<file path="config.mk">
export PLATFORM = sky130hd
export DESIGN_NAME = card_id_set_table
export DESIGN_NICKNAME = d
export VERILOG_FILES = /design/src/rtl/core/cit_pkg.sv /design/src/rtl/core/card_id_set_table.sv /design/src/rtl/core/cit_cell.sv
export SDC_FILE = /design/constraint.sdc
export NUM_CORES = 1
export LEC_CHECK = 0
export ABC_AREA = 1
export BUFFER_PORTS_ARGS = -buffer_cell sky130_fd_sc_hd__buf_2
export CAP_MARGIN = 20
export CORE_UTILIZATION = 25
export CTS_CLUSTER_SIZE = 20
export DETAILED_ROUTE_END_ITERATION = 16
export HOLD_SLACK_MARGIN = 0.15
export PLACE_DENSITY = 0.46
export SYNTH_ARGS = -nofsm -noshare
export SYNTH_HDL_FRONTEND = slang
export SYNTH_SLANG_ARGS = --single-unit
</file>
<file path="constraint.sdc">
create_clock -name clk -period 6.45 [get_ports clk]
set_input_delay 0.3225 -clock clk [delete_from_list [all_inputs] [get_ports clk]]
set_output_delay 0.3225 -clock clk [all_outputs]
set_load 0.01 [all_outputs]
</file>
<file path="src/rtl/core/cit_pkg.sv">
// shared types and constants for the card id set table
`default_nettype none
package cit_pkg;

  localparam int TABLE_DEPTH = 16;
  localparam int IDX_W       = $clog2(TABLE_DEPTH);
  localparam int CNT_W       = $clog2(TABLE_DEPTH + 1);
  localparam int ID_W        = 32;

  typedef enum logic [1:0] {
    OP_ADD = 2'd0,
    OP_DEL = 2'd1,
    OP_CLR = 2'd2,
    OP_NOP = 2'd3
  } op_t;

  typedef enum logic [1:0] {
    STS_DONE    = 2'd0,
    STS_PRESENT = 2'd1,
    STS_FULL    = 2'd2,
    STS_MISSING = 2'd3
  } status_t;

  typedef enum logic [1:0] {
    ST_IDLE,
    ST_CMP,
    ST_EXEC
  } state_t;

  typedef struct packed {
    logic wr_en;
    logic shift_en;
  } cell_ctl_t;

endpackage
`default_nettype wire

</file>
<file path="src/rtl/core/card_id_set_table.sv">
// top level of the card id set table: control and a row of compacting cells
// result strobe out_valid is registered; an accepted item passes ST_CMP, then ST_EXEC
// items are taken one at a time (capture, registered compare in all cells, update)
// busy is high from the accept edge until the result strobe; results cannot be stalled
// reset: synchronous active-low rst_n empties the list; cell contents are not cleared
`default_nettype none
module card_id_set_table (
  input  wire logic                      clk,
  input  wire logic                      rst_n,
  input  wire logic                      start,
  output logic                           busy,
  input  wire logic [1:0]                in_opcode,
  input  wire logic [cit_pkg::ID_W-1:0]  in_card_id,
  output logic                           out_valid,
  output logic [1:0]                     out_status,
  output logic [cit_pkg::CNT_W-1:0]      out_stored_count
);

  cit_pkg::state_t           state_r, state_nxt;
  cit_pkg::op_t              op_r;
  logic [cit_pkg::ID_W-1:0]  id_r;
  logic [cit_pkg::CNT_W-1:0] count_r, count_nxt;
  logic                      out_valid_r, out_valid_nxt;
  cit_pkg::status_t          out_status_r, status_nxt;

  cit_pkg::cell_ctl_t        ctl     [cit_pkg::TABLE_DEPTH];
  logic [cit_pkg::ID_W-1:0]  cell_id [cit_pkg::TABLE_DEPTH];
  logic [cit_pkg::TABLE_DEPTH-1:0] match_vec;
  logic [cit_pkg::TABLE_DEPTH-1:0] valid_vec;
  logic [cit_pkg::TABLE_DEPTH-1:0] hit_vec;
  logic [cit_pkg::TABLE_DEPTH-1:0] after_hit;
  logic                      hit;
  logic                      full;

  // row of cells
  for (genvar g = 0; g < cit_pkg::TABLE_DEPTH; g++) begin : g_cell
    logic [cit_pkg::ID_W-1:0] nbr_id;
    if (g == cit_pkg::TABLE_DEPTH - 1) begin : g_last
      assign nbr_id = cell_id[g];
    end else begin : g_mid
      assign nbr_id = cell_id[g+1];
    end
    cit_cell u_cell (
      .clk     (clk),
      .ctl     (ctl[g]),
      .in_id   (id_r),
      .next_id (nbr_id),
      .id_q    (cell_id[g]),
      .match   (match_vec[g])
    );
  end

  always_comb begin
    for (int i = 0; i < cit_pkg::TABLE_DEPTH; i++) begin
      valid_vec[i] = (count_r > cit_pkg::CNT_W'(i));
    end
    hit_vec = match_vec & valid_vec;
    hit     = |hit_vec;
    full    = (count_r == cit_pkg::CNT_W'(cit_pkg::TABLE_DEPTH));
    // cells at or above the matching entry take their upper neighbor
    for (int i = 0; i < cit_pkg::TABLE_DEPTH; i++) begin
      after_hit[i] = |(hit_vec & cit_pkg::TABLE_DEPTH'(
        ((cit_pkg::TABLE_DEPTH + 1)'(1) << (i + 1)) - (cit_pkg::TABLE_DEPTH + 1)'(1)));
    end
  end

  // next state
  always_comb begin
    state_nxt = state_r;
    unique case (state_r)
      cit_pkg::ST_IDLE: if (start) state_nxt = cit_pkg::ST_CMP;
      cit_pkg::ST_CMP:  state_nxt = cit_pkg::ST_EXEC;
      cit_pkg::ST_EXEC: state_nxt = cit_pkg::ST_IDLE;
      default:          state_nxt = cit_pkg::ST_IDLE;
    endcase
  end

  // outputs and cell control
  always_comb begin
    count_nxt     = count_r;
    status_nxt    = cit_pkg::STS_DONE;
    out_valid_nxt = 1'b0;
    for (int i = 0; i < cit_pkg::TABLE_DEPTH; i++) begin
      ctl[i] = '0;
    end
    unique case (state_r)
      cit_pkg::ST_EXEC: begin
        out_valid_nxt = 1'b1;
        unique case (op_r)
          cit_pkg::OP_ADD: begin
            if (hit) begin
              status_nxt = cit_pkg::STS_PRESENT;
            end else if (full) begin
              status_nxt = cit_pkg::STS_FULL;
            end else begin
              for (int i = 0; i < cit_pkg::TABLE_DEPTH; i++) begin
                ctl[i].wr_en = (count_r[cit_pkg::IDX_W-1:0] == cit_pkg::IDX_W'(i));
              end
              count_nxt = count_r + cit_pkg::CNT_W'(1);
            end
          end
          cit_pkg::OP_DEL: begin
            if (!hit) begin
              status_nxt = cit_pkg::STS_MISSING;
            end else begin
              for (int i = 0; i < cit_pkg::TABLE_DEPTH - 1; i++) begin
                ctl[i].shift_en = after_hit[i];
              end
              count_nxt = count_r - cit_pkg::CNT_W'(1);
            end
          end
          cit_pkg::OP_CLR: count_nxt = '0;
          cit_pkg::OP_NOP: count_nxt = count_r;
          default:         count_nxt = count_r;
        endcase
      end
      default: out_valid_nxt = 1'b0;
    endcase
  end

  always_ff @(posedge clk) begin
    if (!rst_n) begin
      state_r     <= cit_pkg::ST_IDLE;
      count_r     <= '0;
      out_valid_r <= 1'b0;
    end else begin
      state_r     <= state_nxt;
      count_r     <= count_nxt;
      out_valid_r <= out_valid_nxt;
    end
  end

  always_ff @(posedge clk) begin
    if (state_r == cit_pkg::ST_IDLE && start) begin
      op_r <= cit_pkg::op_t'(in_opcode);
      id_r <= in_card_id;
    end
    if (state_r == cit_pkg::ST_EXEC) begin
      out_status_r <= status_nxt;
    end
  end

  assign busy             = (state_r != cit_pkg::ST_IDLE);
  assign out_valid        = out_valid_r;
  assign out_status       = out_status_r;
  assign out_stored_count = count_r;

  a_count_bound: assert property (@(posedge clk) disable iff (!rst_n)
    count_r <= cit_pkg::CNT_W'(cit_pkg::TABLE_DEPTH))
    else $error("entry count above table depth");

  a_result_after_exec: assert property (@(posedge clk) disable iff (!rst_n)
    out_valid |-> ($past(state_r) == cit_pkg::ST_EXEC) && !busy)
    else $error("result strobe outside its slot");

  a_accept_busy: assert property (@(posedge clk) disable iff (!rst_n)
    (start && !busy) |=> busy ##1 busy ##1 out_valid)
    else $error("item did not finish in three cycles");

  a_no_wr_on_del: assert property (@(posedge clk) disable iff (!rst_n)
    (state_r == cit_pkg::ST_EXEC && op_r == cit_pkg::OP_DEL) |->
      !(ctl[0].wr_en) && (count_nxt <= count_r))
    else $error("delete wrote a cell or grew the list");

endmodule
`default_nettype wire

</file>
<file path="src/rtl/core/cit_cell.sv">
// one table cell: holds an id, compares it, takes its upper neighbor on a shift
`default_nettype none
module cit_cell (
  input  wire logic                   clk,
  input  wire cit_pkg::cell_ctl_t     ctl,
  input  wire logic [cit_pkg::ID_W-1:0] in_id,
  input  wire logic [cit_pkg::ID_W-1:0] next_id,
  output logic [cit_pkg::ID_W-1:0]    id_q,
  output logic                        match
);

  logic [cit_pkg::ID_W-1:0] id_r;
  logic                     match_r;

  always_ff @(posedge clk) begin
    if (ctl.wr_en) begin
      id_r <= in_id;
    end else if (ctl.shift_en) begin
      id_r <= next_id;
    end
    match_r <= (id_r == in_id);
  end

  assign id_q  = id_r;
  assign match = match_r;

endmodule
`default_nettype wire
</file>
==> results.py <==
metrics = {
    "worst_setup_path": {
        "reg2reg_depth": 12,
        "critPathLaunch": "out_stored_count[0]",
        "crit_type": "flip-flop to flip-flop",
        "r2r_slack_ns": 2.20,
        "arrival_ns": 4.49,
        "r2r_start": "out_stored_count[0]",
        "endpoint": "g_cell[0].u_cell.id_q[11]",
        "crit_fanout": 65,
        "setup.worst_path.end_class": "flip-flop",
        "r2r-end": "g_cell[0].u_cell.id_q[11]",
        "required_ns": 6.69,
        "critPathLaunchType": "flip-flop",
    },
    "timing": {
        "worst_slew_pin_slew_ns": 1.18,
        "drv_slew": 0,
        "hold_viol": 0,
        "finClkSkew_ns": 0.0259,
        "setup_slack_ns": 2.20,
        "clock.fmax_mhz": 235,
        "fin_setup_tns_ns": 0,
        "fin_crit_sh_pct": 65.9,
        "setup_viol": 0,
        "slew_headroom_pct": 21.2,
        "min_period_ns": 4.25,
        "rsz0062_at_grt": "false",
    },
    "cts": {
        "root_buffer": "clkbuf_16",
        "htree_num_levels": 3,
        "cts_setup_buffers": 0,
        "cts_resized": 0,
        "cts_buffers": 67,
        "numClockSinks": 572,
        "clk_latency_ns": 0.64,
        "tritoncts": "done",
        "cts_hold_buf": 37,
        "clk_pin_slew_ns": 0.07,
        "cts.path.max_buffers": 3,
    },
    "synth": {
        "synth-edff-count": 548,
        "synth_top_family_by_area": "simple AND/OR/NAND/NOR gates",
        "avgSynthCellArea_um2": 9.95,
        "synth-compound-area-share_pct": 11.4,
        "synth_fa_ha_area_share_pct": 0.368,
        "synth_area_um2": 30600,
        "synthTopCellsByCount": "nand2_1, edfxtp_1, o21ai_1",
        "synth_cells": 3073,
        "synth.yosys.warnings": 0,
        "synthTopCellsByArea": "edfxtp_1, nand2_1, xor2_1, o21ai_1, inv_1",
        "muxShareOfSynthArea_pct": 0,
        "ys_seq_area_share_pct": 55.4,
        "synth_top_area_share_pct": 53.8,
        "yosys_register_bits": 572,
        "synthArstFlopShare_pct": 0,
        "yosys.area.top_type": "edfxtp_1",
        "synth-xor-area-share_pct": 9.97,
        "yosysMostFrequentCell": "nand2_1",
        "synth.distinct_cells": 43,
        "syn-num-nets": 3119,
        "synth_flop_cell": "edfxtp_1",
        "synth-simple-area-share_pct": 13.9,
    },
    "grt": {
        "track_usage_pct": 17.7,
        "grt_max_degree": 66,
        "grt_pass1_wl_um": 156000,
        "antenna_found_initial": 3,
        "first_global_vias": 21168,
        "overflow": 0,
    },
    "outcome": {
        "outcome": "finished clean",
    },
    "cells_and_area": {
        "n_fill_cell": 12614,
        "final_cells": 4755,
        "antennaDiodeCount": 0,
        "fin_nets": 3138,
        "area_growth_pct": 13.7,
        "layout-drive-gt1-share_pct": 11.8,
    },
    "power": {
        "power_density_nw_per_um2": 247,
        "p_leak_uw": 0.0133,
        "ir_worst_vdd_v": 0.000175,
        "power_uw": 8590,
    },
    "place": {
        "port-buffer-count": 45,
        "place_ws_ns": 2.24,
        "dp_hpwl_um": 73600,
        "place_inst": 4597,
        "gp_congestion": 0.849,
    },
    "routing": {
        "drc": 0,
        "ant_nets": 0,
        "drtPass1Iterations": 6,
        "first_iter_violations": 2244,
        "vias": 22464,
        "wl_um": 109000,
        "wl_per_cell_um": 23.0,
        "routed_via_density": 4.72,
    },
    "min_path": {
        "min_path_type": "primary input to flip-flop",
    },
    "die": {
        "rows": 127,
        "dieArea_um2": 124000,
        "coreArea_um2": 121000,
        "io-pin-count": 46,
        "initial_core_util_pct": 25.3,
        "die_w_um": 352,
        "die_y_um": 352,
    },
    "run": {
        "cap_violations": 0,
    },
}
-- worst min-delay path by stage --
stage                        start    endpoint  slack, ns  cells after the start
global route        in_card_id[17]    id_r[17]       0.38                      2
floorplan               state_r[1]  state_r[1]       0.40                      1
detailed placement      state_r[1]  state_r[1]       0.41                      1
CTS                 in_card_id[30]    id_r[30]       0.36                      2
finish              in_card_id[21]    id_r[21]       0.40                      2
global placement        state_r[1]  state_r[1]       0.40                      1
-- cell usage in the layout (no fill, tap or decap), types with 5 or more instances in the layout --
master	n
a21oi_1	10
o21ai_4	6
nand2_1	605
buf_4	85
xnor2_1	97
dlygate4sd3_1	37
nand2_2	5
bufinv_16	7
clkbuf_16	70
o22ai_1	59
dfxtp_1	24
or2_2	36
o21ai_0	122
buf_2	45
edfxtp_1	548
clkbuf_1	15
nand4_1	54
xor2_1	251
a211oi_1	11
ha_1	9
clkinv_1	22
o21ai_1	355
a221oi_1	39
nor2_1	100
inv_1	269
nand3_1	50
clkinv_2	7
inv_2	52
o21ai_2	20
nor3_1	26
nor4_1	59
-- worst max-delay path: stages, from the launching register on --
cell	delay [ns]
dfxtp_1	0.40
clkinv_1	0.23
ha_1	0.55
nand2_1	0.13
nand2_1	0.14
nand2_1	0.11
inv_2	0.10
nand2_2	0.12
nor2_4	0.27
nand2_4	0.21
clkinv_4	0.20
nand4_4	0.66
o21ai_4	0.71
-- kinds of logic after synthesis --
| kind of cell | count (synthesis) |
|---|---|
| and+or+nand+nor | 962 |
| AOI/OAI and AO/OA | 629 |
| DFF | 572 |
| buffers and inverters | 553 |
| xor gates and xnor gates | 348 |
| adders and majority gates | 9 |
-- through the flow --
stage / hold slack (ns) / utilization, % / cell area, um^2
after detailed placement: 0.412 / 26.7 / 32200
after floorplan: 0.399 / - / 30600
after global placement: 0.405 / 26.6 / 32100
after global routing: 0.384 / 28.8 / 34800
final: 0.400 / 28.8 / 34800
after CTS: 0.358 / 28.8 / 34800
-- routing by layer --
metal	track usage, %	share of wire [%]	vias to the layer above	wire length (um)
met1	26.2	48	10892	52300
met5	0	0	-	0
met3	3.31	7.7	166	8440
li1	-	-	10526	-
met4	5.61	3.0	0	3290
met2	25.5	41	880	45300
-- power by group --
| part | switching [uW] | internal [uW] |
|---|---|---|
| logic | 449 | 166 |
| clock network | 1640 | 2280 |
| registers | 22.1 | 4040 |
-- area by class of cell --
type,count,area (um^2),area share [%]
clock buffers,85,1810,5.20
clock inverters,35,388,1.12
inverters,333,1250,3.61
multi-input cells,1948,11100,31.8
flip-flops and latches,572,16900,48.7
well taps,1612,2020,5.80
repair buffers,170,1310,3.76
-- state kept, by name (all words and copies together) (netlist names) --
name	flops
out_valid	1
out_status	2
out_stored_count	5
state_r	2
op_r	2
id_r	32
g_cell.u_cell.id_q	512
g_cell.u_cell.match	16
Note: power is estimated with default switching activity, not from simulation.
